**config.mk**
```make
export PLATFORM = sky130hd
export DESIGN_NAME = encoder_pulse_counter_freq_meter
export DESIGN_NICKNAME = d
export VERILOG_FILES = /design/src/hdl/epcfm_pkg.sv /design/src/hdl/epcfm_ctrl.sv /design/src/hdl/epcfm_dp.sv /design/src/hdl/encoder_pulse_counter_freq_meter.sv
export SDC_FILE = /design/constraint.sdc
export NUM_CORES = 1
export LEC_CHECK = 0
export ABC_AREA = 0
export CAP_MARGIN = 20
export CORE_MARGIN = 5
export CORE_UTILIZATION = 35
export CTS_CLUSTER_SIZE = 20
export DETAILED_ROUTE_END_ITERATION = 8
export DONT_BUFFER_PORTS = 1
export PLACE_DENSITY = 0.56
export SYNTH_ARGS = -nofsm -noshare
export SYNTH_HDL_FRONTEND = slang
export SYNTH_SLANG_ARGS = --single-unit
```
**constraint.sdc**
```tcl
create_clock -name i_clk -period 12.6 [get_ports i_clk]
set_clock_uncertainty 0.15 [all_clocks]
set_input_delay 0.63 -clock i_clk [delete_from_list [all_inputs] [get_ports i_clk]]
set_output_delay 0.63 -clock i_clk [all_outputs]
set_load 0.01 [all_outputs]
```
**src/hdl/epcfm_pkg.sv**
```systemverilog
// ----------------------------------------------------------------------------
// epcfm_pkg
// types and constants shared by the edge counter / frequency meter files
// ----------------------------------------------------------------------------
package epcfm_pkg;

    // input word actions
    typedef enum logic [1:0] {
        ACT_EDGE     = 2'd0,
        ACT_OVERFLOW = 2'd1,
        ACT_CLEAR    = 2'd2,
        ACT_RESTART  = 2'd3
    } t_action;

    // configuration register indexes
    localparam logic [1:0] REG_TARGET_COUNT      = 2'd0;
    localparam logic [1:0] REG_PULSES_PER_WINDOW = 2'd1;
    localparam logic [1:0] REG_TICK_RATE         = 2'd2;

    localparam int CFG_IDX_W  = 2;
    localparam int CFG_DATA_W = 32;

    // reset values of the configuration registers
    localparam logic [31:0] TARGET_COUNT_RST      = 32'd0;
    localparam logic [7:0]  PULSES_PER_WINDOW_RST = 8'd16;
    localparam logic [23:0] TICK_RATE_RST         = 24'd125000;

    // dividend width and divider step counter
    localparam int NUM_W      = 32;
    localparam int DIV_STEP_W = 5;

    localparam logic [15:0] FREQ_SAT = 16'hFFFF;
    localparam logic [7:0]  TALLY_MAX = 8'hFF;

    typedef struct packed {
        t_action     action;
        logic [15:0] capture_value;
    } t_in;

    typedef struct packed {
        logic [31:0] pulse_count;
        logic        stop_request;
        logic [15:0] frequency;
        logic        frequency_ready;
        logic        frequency_fresh;
    } t_out;

    typedef enum logic [1:0] {
        S_IDLE,
        S_MUL,
        S_DIV,
        S_LOAD
    } t_state;

    // controller to datapath
    typedef struct packed {
        logic accept;
        logic mul;
        logic div_step;
        logic load;
    } t_dp_cmd;

    // datapath to controller
    typedef struct packed {
        logic close;
        logic div_last;
    } t_dp_status;

endpackage

```
**src/hdl/epcfm_ctrl.sv**
```systemverilog
// ----------------------------------------------------------------------------
// epcfm_ctrl
// sequencer: accept, multiply, divide, load output register
// ----------------------------------------------------------------------------
module epcfm_ctrl
    import epcfm_pkg::*;
(
    input  logic       i_clk,
    input  logic       i_rst_n,
    input  logic       i_in_valid,
    output logic       o_in_ready,
    output logic       o_out_valid,
    input  logic       i_out_ready,
    input  t_dp_status i_status,
    output t_dp_cmd    o_cmd
);

    t_state r_state, n_state;
    logic   r_out_valid, n_out_valid;
    logic   w_out_free;

    assign w_out_free = !r_out_valid || i_out_ready;

    always_comb begin
        n_state = r_state;
        case (r_state)
            S_IDLE: begin
                if (i_in_valid) begin
                    n_state = i_status.close ? S_MUL : S_LOAD;
                end
            end
            S_MUL: n_state = S_DIV;
            S_DIV: begin
                if (i_status.div_last) begin
                    n_state = S_LOAD;
                end
            end
            S_LOAD: begin
                if (w_out_free) begin
                    n_state = S_IDLE;
                end
            end
            default: n_state = S_IDLE;
        endcase
    end

    always_comb begin
        o_cmd      = '0;
        o_in_ready = 1'b0;
        case (r_state)
            S_IDLE: begin
                o_in_ready   = 1'b1;
                o_cmd.accept = i_in_valid;
            end
            S_MUL:  o_cmd.mul      = 1'b1;
            S_DIV:  o_cmd.div_step = 1'b1;
            S_LOAD: o_cmd.load     = w_out_free;
            default: o_cmd = '0;
        endcase
    end

    always_comb begin
        if (o_cmd.load) begin
            n_out_valid = 1'b1;
        end else if (i_out_ready) begin
            n_out_valid = 1'b0;
        end else begin
            n_out_valid = r_out_valid;
        end
    end

    always_ff @(posedge i_clk) begin
        if (!i_rst_n) begin
            r_state     <= S_IDLE;
            r_out_valid <= 1'b0;
        end else begin
            r_state     <= n_state;
            r_out_valid <= n_out_valid;
        end
    end

    assign o_out_valid = r_out_valid;

endmodule

```
**src/hdl/epcfm_dp.sv**
```systemverilog
// ----------------------------------------------------------------------------
// epcfm_dp
// counters, window state, period, multiplier and restoring divider
// ----------------------------------------------------------------------------
module epcfm_dp
    import epcfm_pkg::*;
#(
    parameter int TIMER_SPAN_BITS = 16
) (
    input  logic                  i_clk,
    input  logic                  i_rst_n,
    input  logic                  i_cfg_we,
    input  logic [CFG_IDX_W-1:0]  i_cfg_idx,
    input  logic [CFG_DATA_W-1:0] i_cfg_wdata,
    input  t_in                   i_in,
    input  t_dp_cmd               i_cmd,
    output t_dp_status            o_status,
    output t_out                  o_out
);

    localparam int TSB = TIMER_SPAN_BITS;
    localparam int PW  = TSB + 8;                // period width
    localparam int SW  = (TSB < 16) ? TSB : 16;  // stored stamp width

    // configuration
    logic [31:0] r_target;
    logic [7:0]  r_ppw;
    logic [23:0] r_rate;

    // measurement and count state
    logic [31:0]   r_edge,  n_edge;
    logic          r_stop,  n_stop;
    logic [8:0]    r_win,   n_win;
    logic [SW-1:0] r_start, n_start;
    logic [7:0]    r_tally, n_tally;
    logic [15:0]   r_freq,  n_freq;
    logic          r_ready, n_ready;
    logic          r_fresh;

    // divider
    logic [PW-1:0]         r_period;
    logic [NUM_W-1:0]      r_quo, n_quo;
    logic [PW-1:0]         r_rem, n_rem;
    logic [DIV_STEP_W-1:0] r_step;
    t_out                  r_out;

    logic [SW-1:0]    w_stamp;
    logic [SW-1:0]    w_start_eff;
    logic [PW-1:0]    w_base;
    logic [PW-1:0]    w_start_ext;
    logic [PW-1:0]    w_period;
    logic [31:0]      w_edge_inc;
    logic             w_close;
    logic [NUM_W-1:0] w_num;
    logic [PW:0]      w_trial;
    logic [PW:0]      w_diff;
    logic             w_ge;
    logic             w_last;

    assign w_stamp     = i_in.capture_value[SW-1:0];
    assign w_start_eff = (r_win == 9'd0) ? w_stamp : r_start;
    assign w_base      = {r_tally, TSB'(w_stamp)};
    assign w_start_ext = PW'(w_start_eff);
    // end below start with nothing tallied counts as an empty period
    assign w_period    = (w_base >= w_start_ext) ? (w_base - w_start_ext) : '0;
    assign w_edge_inc  = r_edge + 32'd1;
    assign w_close     = (i_in.action == ACT_EDGE) && (r_win >= {1'b0, r_ppw});

    assign w_num = NUM_W'(r_rate) * NUM_W'(r_ppw);

    // one quotient bit a step; an empty period yields all ones and saturates
    assign w_trial = {r_rem, r_quo[NUM_W-1]};
    assign w_diff  = w_trial - {1'b0, r_period};
    assign w_ge    = (w_trial >= {1'b0, r_period});
    assign w_last  = (r_step == DIV_STEP_W'(NUM_W - 1));

    always_comb begin
        n_rem = r_rem;
        n_quo = r_quo;
        if (i_cmd.mul) begin
            n_rem = '0;
            n_quo = w_num;
        end else if (i_cmd.div_step) begin
            n_rem = w_ge ? w_diff[PW-1:0] : w_trial[PW-1:0];
            n_quo = {r_quo[NUM_W-2:0], w_ge};
        end
    end

    always_comb begin
        n_edge  = r_edge;
        n_stop  = r_stop;
        n_win   = r_win;
        n_start = r_start;
        n_tally = r_tally;
        n_ready = r_ready;
        n_freq  = r_freq;
        if (i_cmd.accept) begin
            case (i_in.action)
                ACT_EDGE: begin
                    n_edge  = w_edge_inc;
                    n_start = w_start_eff;
                    if (w_edge_inc >= r_target) begin
                        n_stop = 1'b1;
                    end
                    if (w_close) begin
                        n_win   = 9'd0;
                        n_tally = '0;
                        n_ready = 1'b1;
                    end else begin
                        n_win = r_win + 9'd1;
                    end
                end
                ACT_OVERFLOW: begin
                    if (r_win != 9'd0 && r_tally != TALLY_MAX) begin
                        n_tally = r_tally + 8'd1;
                    end
                end
                ACT_CLEAR: n_edge = '0;
                ACT_RESTART: begin
                    n_win   = 9'd0;
                    n_start = '0;
                    n_tally = '0;
                    n_stop  = 1'b0;
                    n_ready = 1'b0;
                end
                default: n_edge = r_edge;
            endcase
        end
        if (i_cmd.div_step && w_last) begin
            n_freq = (n_quo[NUM_W-1:16] != '0) ? FREQ_SAT : n_quo[15:0];
        end
    end

    always_ff @(posedge i_clk) begin
        if (!i_rst_n) begin
            r_target <= TARGET_COUNT_RST;
            r_ppw    <= PULSES_PER_WINDOW_RST;
            r_rate   <= TICK_RATE_RST;
        end else if (i_cfg_we) begin
            case (i_cfg_idx)
                REG_TARGET_COUNT:      r_target <= i_cfg_wdata;
                REG_PULSES_PER_WINDOW: r_ppw    <= i_cfg_wdata[7:0];
                REG_TICK_RATE:         r_rate   <= i_cfg_wdata[23:0];
                default:               r_target <= r_target;
            endcase
        end
    end

    always_ff @(posedge i_clk) begin
        if (!i_rst_n) begin
            r_edge  <= '0;
            r_stop  <= 1'b0;
            r_win   <= '0;
            r_start <= '0;
            r_tally <= '0;
            r_freq  <= '0;
            r_ready <= 1'b0;
            r_fresh <= 1'b0;
            r_step  <= '0;
        end else begin
            r_edge  <= n_edge;
            r_stop  <= n_stop;
            r_win   <= n_win;
            r_start <= n_start;
            r_tally <= n_tally;
            r_freq  <= n_freq;
            r_ready <= n_ready;
            if (i_cmd.accept) begin
                r_fresh <= w_close;
            end
            if (i_cmd.mul) begin
                r_step <= '0;
            end else if (i_cmd.div_step) begin
                r_step <= r_step + DIV_STEP_W'(1);
            end
        end
    end

    always_ff @(posedge i_clk) begin
        if (i_cmd.accept && w_close) begin
            r_period <= w_period;
        end
        r_quo <= n_quo;
        r_rem <= n_rem;
        if (i_cmd.load) begin
            r_out.pulse_count     <= r_edge;
            r_out.stop_request    <= r_stop;
            r_out.frequency       <= r_freq;
            r_out.frequency_ready <= r_ready;
            r_out.frequency_fresh <= r_fresh;
        end
    end

    assign o_status.close    = w_close;
    assign o_status.div_last = w_last;
    assign o_out             = r_out;

endmodule

```
**src/hdl/encoder_pulse_counter_freq_meter.sv**
```systemverilog
// ----------------------------------------------------------------------------
// encoder_pulse_counter_freq_meter
// encoder edge counter with stop request and input capture frequency meter
// ----------------------------------------------------------------------------
// Every input word (edge, timer overflow, clear count, restart) yields one
// result word with the edge count, stop request, last frequency and its
// ready / fresh flags. One word is in work at a time. A word that does not
// close a measurement window is accepted, then loaded into the result
// register once that register is free. The edge that closes a window is
// accepted while the period is formed, then goes through the 24x8
// tick_rate * pulses multiply and the one-bit-per-cycle restoring divider
// before its result is loaded. The input is ready again the cycle after the
// result is loaded, even while that result still waits for the output side.
// ----------------------------------------------------------------------------
module encoder_pulse_counter_freq_meter
    import epcfm_pkg::*;
#(
    parameter int TIMER_SPAN_BITS = 16
) (
    input  logic                  i_clk,
    input  logic                  i_rst_n,
    // configuration write port
    input  logic                  i_cfg_we,
    input  logic [CFG_IDX_W-1:0]  i_cfg_idx,
    input  logic [CFG_DATA_W-1:0] i_cfg_wdata,
    // input words
    input  logic                  i_in_valid,
    output logic                  o_in_ready,
    input  t_in                   i_in_data,
    // result words
    output logic                  o_out_valid,
    input  logic                  i_out_ready,
    output t_out                  o_out_data
);

    // command and status between sequencer and datapath
    t_dp_cmd    w_cmd;
    t_dp_status w_status;

    // sequencer: idle / multiply / divide / load, owns the result valid
    epcfm_ctrl u_ctrl (
        .i_clk       (i_clk),
        .i_rst_n     (i_rst_n),
        .i_in_valid  (i_in_valid),
        .o_in_ready  (o_in_ready),
        .o_out_valid (o_out_valid),
        .i_out_ready (i_out_ready),
        .i_status    (w_status),
        .o_cmd       (w_cmd)
    );

    // datapath: counters, window, period, divider and result register
    epcfm_dp #(
        .TIMER_SPAN_BITS (TIMER_SPAN_BITS)
    ) u_dp (
        .i_clk       (i_clk),
        .i_rst_n     (i_rst_n),
        .i_cfg_we    (i_cfg_we),
        .i_cfg_idx   (i_cfg_idx),
        .i_cfg_wdata (i_cfg_wdata),
        .i_in        (i_in_data),
        .i_cmd       (w_cmd),
        .o_status    (w_status),
        .o_out       (o_out_data)
    );

endmodule

```
# Word-level counts from Yosys, hierarchy flattened
# Cells that the tools add are included.
# Widths: inputs -> output; s select.
dict set report op_classes {
  n_addsub 6
  multipliers 1
  order_cmp 4
  n_eq_ne 16
  n_mux 28
  n_bitwise 1
  reduce_logical 26
}
# operator n
set op_table {}
lappend op_table {{$mux 32} 2}
lappend op_table {{$pmux 32 s2} 1}
lappend op_table {{$add 32x1->32 const B} 1}
lappend op_table {{$ge 32x32->1} 1}
lappend op_table {{$mul 24x8->32} 1}
lappend op_table {{$mux 16} 2}
lappend op_table {{$pmux 16 s2} 1}
lappend op_table {{$ge 25x24->1} 1}
lappend op_table {{$ge 24x16->1} 1}
lappend op_table {{$mux 24} 1}
lappend op_table {{$pmux 8 s3} 1}
lappend op_table {{$sub 24x16->24} 1}
lappend op_table {{$sub 24x24->24} 1}
lappend op_table {{$pmux 9 s2} 1}
lappend op_table {{$mux 8} 2}
lappend op_table {{$reduce_bool 16->1} 1}
lappend op_table {{$eq 2x2->1 const B} 5}
lappend op_table {{$reduce_and 2->1} 5}
lappend op_table {{$add 9x1->9 const B} 1}
lappend op_table {{$ge 9x8->1} 1}
lappend op_table {{$logic_not 9->1} 1}
lappend op_table {{$mux 1} 9}
lappend op_table {{$mux 9} 1}
lappend op_table {{$reduce_and 3->1} 3}
lappend op_table {{other kinds (20)} 37}
dict set report totals {
  register_bits 287
  input_bits 57
  elab_cells 104
}

# Depth between registers and ports, before layout
dict set report depth {
  depth_word 6
  ltp_mapped 24
  depth_no_buf 20
}

# Modules after synthesis
# Synthesis repeated with hierarchy kept, for this count alone.
dict set report unflattened {
  cells_unflattened 2439
  hier_area_um2 21413.0
}
# mod n_inst cells_each area_each_um2
set modules_own_cells {}
lappend modules_own_cells {epcfm_dp 1 2414 21184.1}
lappend modules_own_cells {epcfm_ctrl 1 25 229.0}

# Worst setup path after synthesis
# Ideal clock, no wire load.
dict set report synth_path {
  path_kind {register -> register}
  from {register u_dp.r_ppw[7]}
  to {register u_dp.r_freq[10]}
  setup_ns 0.119
  arrival_ns 5.330
  t_required_ns 12.331
  path_slack_ns 7.001
  path_stages_with_launch 24
  path_buffers 4
  path_cell_list {dfxtp_1 -> clkbuf_1 -> nand2_1 -> fa_1 -> inv_1 -> fa_1 -> fa_1 -> inv_1 -> fa_1 -> inv_1 -> ha_1 -> clkbuf_1 -> o21a_1 -> a21oi_1 -> o21ai_0 -> a221o_1 -> a31oi_1 -> o21bai_1 -> xnor2_1 -> a2111oi_2 -> and4_1 -> buf_4 -> buf_8 -> a21oi_1}
}
dict set report synth_via {
  elab_chain_len 4
}
# item line_no
set synth_lines {}
lappend synth_lines {{from (decl)} epcfm_dp.sv:27} ;# logic [7:0] r_ppw;
lappend synth_lines {{from (signal assigned)} epcfm_dp.sv:142} ;# REG_PULSES_PER_WINDOW: r_ppw <= i_cfg_wdata[7:0];
lappend synth_lines {{$mul 24x8->32 *} epcfm_dp.sv:69} ;# assign w_num = NUM_W'(r_rate) * NUM_W'(r_ppw);
lappend synth_lines {{$mux 32 *} epcfm_dp.sv:80} ;# if (i_cmd.mul) begin
lappend synth_lines {{$reduce_bool 16->1} epcfm_dp.sv:130} ;# n_freq = (n_quo[NUM_W-1:16] != '0) ? FREQ_SAT : n_quo[15:0];
lappend synth_lines {{$mux 16 *} epcfm_dp.sv:130}
lappend synth_lines {{to (signal assigned)} epcfm_dp.sv:166} ;# r_freq <= n_freq;
lappend synth_lines {{to (decl)} epcfm_dp.sv:36} ;# logic [15:0] r_freq, n_freq;
# Mark *: on every way between the ends. The rest lies on a longest branch, timed or not.
# A chain may end at the register's enable or synchronous reset.

# Final worst setup path
dict set report layout_path {
  from {register u_dp.r_ppw[3]}
  to {register u_dp.r_freq[13]}
}
dict set report layout_via {
  elab_chain_len 4
}
# item line_no
set layout_lines {}
lappend layout_lines {{$mul 24x8->32} epcfm_dp.sv:69}
lappend layout_lines {{$mux 32} epcfm_dp.sv:80}
lappend layout_lines {{net u_dp.n_quo[24]} epcfm_dp.sv:42} ;# logic [NUM_W-1:0] r_quo, n_quo;
lappend layout_lines {{$reduce_bool 16->1} epcfm_dp.sv:130}
lappend layout_lines {{$mux 16} epcfm_dp.sv:130}
# The timed path passes the listed nets, and every way through them passes these cells.

==> flow_summary.toml <==
[outcome]
status = "finished, final reports clean"

[timing]
period_needed_ns = 6.75
setup_violations = 0
finalHoldViolCount = 0
fin_ws_ns = 5.85
fmax_mhz = 148
min_period_over_period = 0.536
setup_tns_ns = 0
grt_setup_unrepaired = "false"
slew_violations = 0
slew_headroom = 0.310
worst_pin_slew_ns = 1.03

[die]
pin_count = 110
core_um2 = 59100
dieArea_um2 = 64700
initial_core_util = 0.354
die_w_um = 254
die_y_um = 254
row_count = 89

[cts]
root_buffer = "clkbuf_16"
clkSinkCount = 287
cts_buffers = 34
clockBufferDepth = 3
worstSkewPairLatency_ns = 0.55
path_clk_slew_ns = 0.07
holdBufCountCts = 1
tritoncts = "built"
postCtsSetupBuffers = 0
h-tree-depth = 2
post_cts_resized = 0

[synthesis]
synthSimpleGateAreaFrac = 0.192
synthMuxAreaShare = 0.0330
synth_top_family_by_area = "adder cells"
synth_compound_area_frac = 0.141
syn_nets = 2748
yosysUniqueCellTypes = 77
synth-seq-cells = 287
synth_xor_area_frac = 0.0373
ys_warn_count = 0
netlist_instances = 2410
synthArstFlopShare = 0
synthesis.area_um2 = 20900
synth_seq_area_share = 0.311
avgSynthCellArea_um2 = 8.68
synth-edff-count = 75
synth-adder-area-share = 0.216
synth_ff_type = "dfxtp_1"

[drt]
drt-initial-drc-count = 809
drtPass1Iterations = 5
ant_nets = 0
viasPerCell = 5.10
drc = 0
vias = 16045
wl_per_cell_um = 16.7
wirelength_mm = 52.7

[place]
place_congestion = 0.873
io_buffers = 0
dp_hpwl_mm = 39.3
post-place-ws_ns = 5.89
dp_cells = 3082

[setup_path]
endpoint = "u_dp.r_freq[13]$_SDFFE_PN0P_"
worstPathMaxFanout = 26
slowest_stage = "dfxtp_1"
start_kind = "flop"
r2r_end = "u_dp.r_freq[13]$_SDFFE_PN0P_"
startpoint = "u_dp.r_ppw[3]$_SDFFE_PN0P_"
crit_top_cell = "fa_1"
rrSetupSlack_ns = 5.85
r2r_start = "u_dp.r_ppw[3]$_SDFFE_PN0P_"
cp.arrival_ns = 6.99
crit_chain = "and2_1 > fa_1 > fa_1 > fa_1 > inv_1 > fa_1 > inv_1 > ha_1 > a21oi_1 > o22ai_1 > a21oi_1 > o21ai_2 > nor4b_1 > a211oi_1 > a211o_1 > a2111oi_2 > and4_1 > a21oi_1"
crit_required_ns = 12.84
critPathMaxStageDelay_ns = 0.99
cp-end-kind = "flop"
reg2regPathDepth = 18
critical_path_class = "flop to flop"

[cells_and_area]
final-instance-count-excl-fill = 3146
n_antenna_cell = 0
finish.utilization = 0.384
fin_nets = 2686
syn_to_final_growth_pct = 8.57
drive_gt1_frac = 0.0405

[min_path]
hold_path.class = "primary input to flop"

[pwr]
ir_drop_v = 0.0000821
power.leakage_nw = 9.85
power_density_nw_per_um2 = 147
power.total_mw = 3.34

[global_routing]
grt_first_pass_wirelength_mm = 86.3
grt_max_degree = 99
first_global_vias = 15998
grt_usage = 0.162
grt_overflow = 0
antenna_found_initial = 1

[run]
drv_cap = 0
critical path: cells and delay by family (launching register included):
family                     cells  cell delay [ns]
and+or+nand+nor                3             1.23
DFF                            1             0.99
buffers and inverters          2             0.12
adders and majority gates      5             2.45
AOI/OAI and AO/OA              8             1.65
synth_stat cells, drive strengths merged, types with 9 or more instances:
master  instances  area share
and3           21      0.0063
nand2b         18      0.0054
edfxtp         75        0.11
xor2           36       0.015
nand3b          9      0.0032
o21a           22      0.0079
nor3           25      0.0062
a21oi         187       0.045
o21ai          99       0.024
nand4          20      0.0060
and2          152       0.045
o211ai         10      0.0036
clkbuf         93       0.017
ha            147       0.088
a22oi          16      0.0057
a21o           39       0.014
xnor2          53       0.022
mux2i          61       0.029
fa            134        0.13
nor2b          22      0.0066
inv           265       0.048
a31oi          12      0.0036
nand2         256       0.046
dfxtp         212        0.20
buf            18      0.0053
nand3          50       0.012
a211oi         43       0.016
or3            16      0.0048
nor2          207       0.037
metrics by stage:
stage	hold slack, ns	area, µm²
after floorplan	0.253	20900
after global placement	0.270	21500
after detailed placement	0.264	21500
after CTS	0.000532	22600
after global routing	0.00267	22700
final	0.0292	22700
kinds of logic (layout without fill, tap and decap cells):
family,count (synthesis),after routing
buffers and inverters,376,339
xor gates and xnor gates,89,89
DFF,287,287
adders and majority gates,281,281
and+or+nand+nor,829,829
muxes,68,68
AOI/OAI and AO/OA,480,480
routing by layer:
| metal | up-vias | wire (µm) | track usage |
|---|---|---|---|
| met5 | - | 0 | 0 |
| met4 | 0 | 841 | 0.0344 |
| met3 | 61 | 3050 | 0.0373 |
| met2 | 309 | 24000 | 0.262 |
| met1 | 7745 | 24800 | 0.224 |
| li1 | 7930 | - | - |
worst min path at each step:
stage | slack, ns | end | start | depth (start not counted)
2_1_floorplan | 0.25 | u_dp.o_out[10]$_DFFE_PP_ | u_dp.r_freq[8]$_SDFFE_PN0P_ | 0
3_3_place_gp | 0.27 | u_dp.o_out[0]$_DFFE_PP_ | u_dp.r_fresh$_SDFFE_PN0P_ | 0
3_5_place_dp | 0.26 | u_dp.o_out[4]$_DFFE_PP_ | u_dp.r_freq[2]$_SDFFE_PN0P_ | 0
4_1_cts | 0.0005 | u_dp.r_rate[11]$_SDFFE_PN1P_ | i_rst_n | 1
5_1_grt | 0.003 | u_dp.r_rate[11]$_SDFFE_PN1P_ | i_rst_n | 1
6_report | 0.03 | u_dp.r_rate[14]$_SDFFE_PN1P_ | i_rst_n | 1
placed cells by master, fill, tap and decap left out, drive strengths merged, types with 7 or more instances in the layout:
master,n
xor2,36
a211o,7
nand4,20
clkbuf,43
nand3b,9
mux2i,61
nor2b,22
clkinv,12
nor2,207
o21a,22
and3,21
nand3,50
ha,147
inv,266
buf,12
nand2b,18
edfxtp,75
nand2,256
mux2,7
o211ai,10
a31oi,12
and2,152
a211oi,43
or3,16
fa,134
a21oi,187
xnor2,53
a21o,39
a22oi,16
nor3,25
dfxtp,212
o21bai,8
o21ai,99
area by class of cell:
cell class	instances	area [µm²]
clock inverters	18	189
multi-input cells	1747	13000
inverters	265	996
clock buffers	43	906
flip-flops and latches	287	6500
fillers	5912	36400
repair buffers	13	140
well taps	773	967
sequential cells by signal (all words and copies together) (netlist names), 8 cells and up:
name	count
u_dp.o_out	51
u_dp.r_edge	32
u_dp.r_quo	32
u_dp.r_target	32
u_dp.r_period	24
u_dp.r_rate	24
u_dp.r_rem	24
u_dp.r_freq	16
u_dp.r_start	16
u_dp.r_win	9
u_dp.r_ppw	8
u_dp.r_tally	8
power by group:
part           internal, mW  switching [mW]
combinational         0.477           0.699
sequential             1.09          0.0983
clock                 0.577           0.408
No activity file was read; power rests on OpenSTA's default activity.
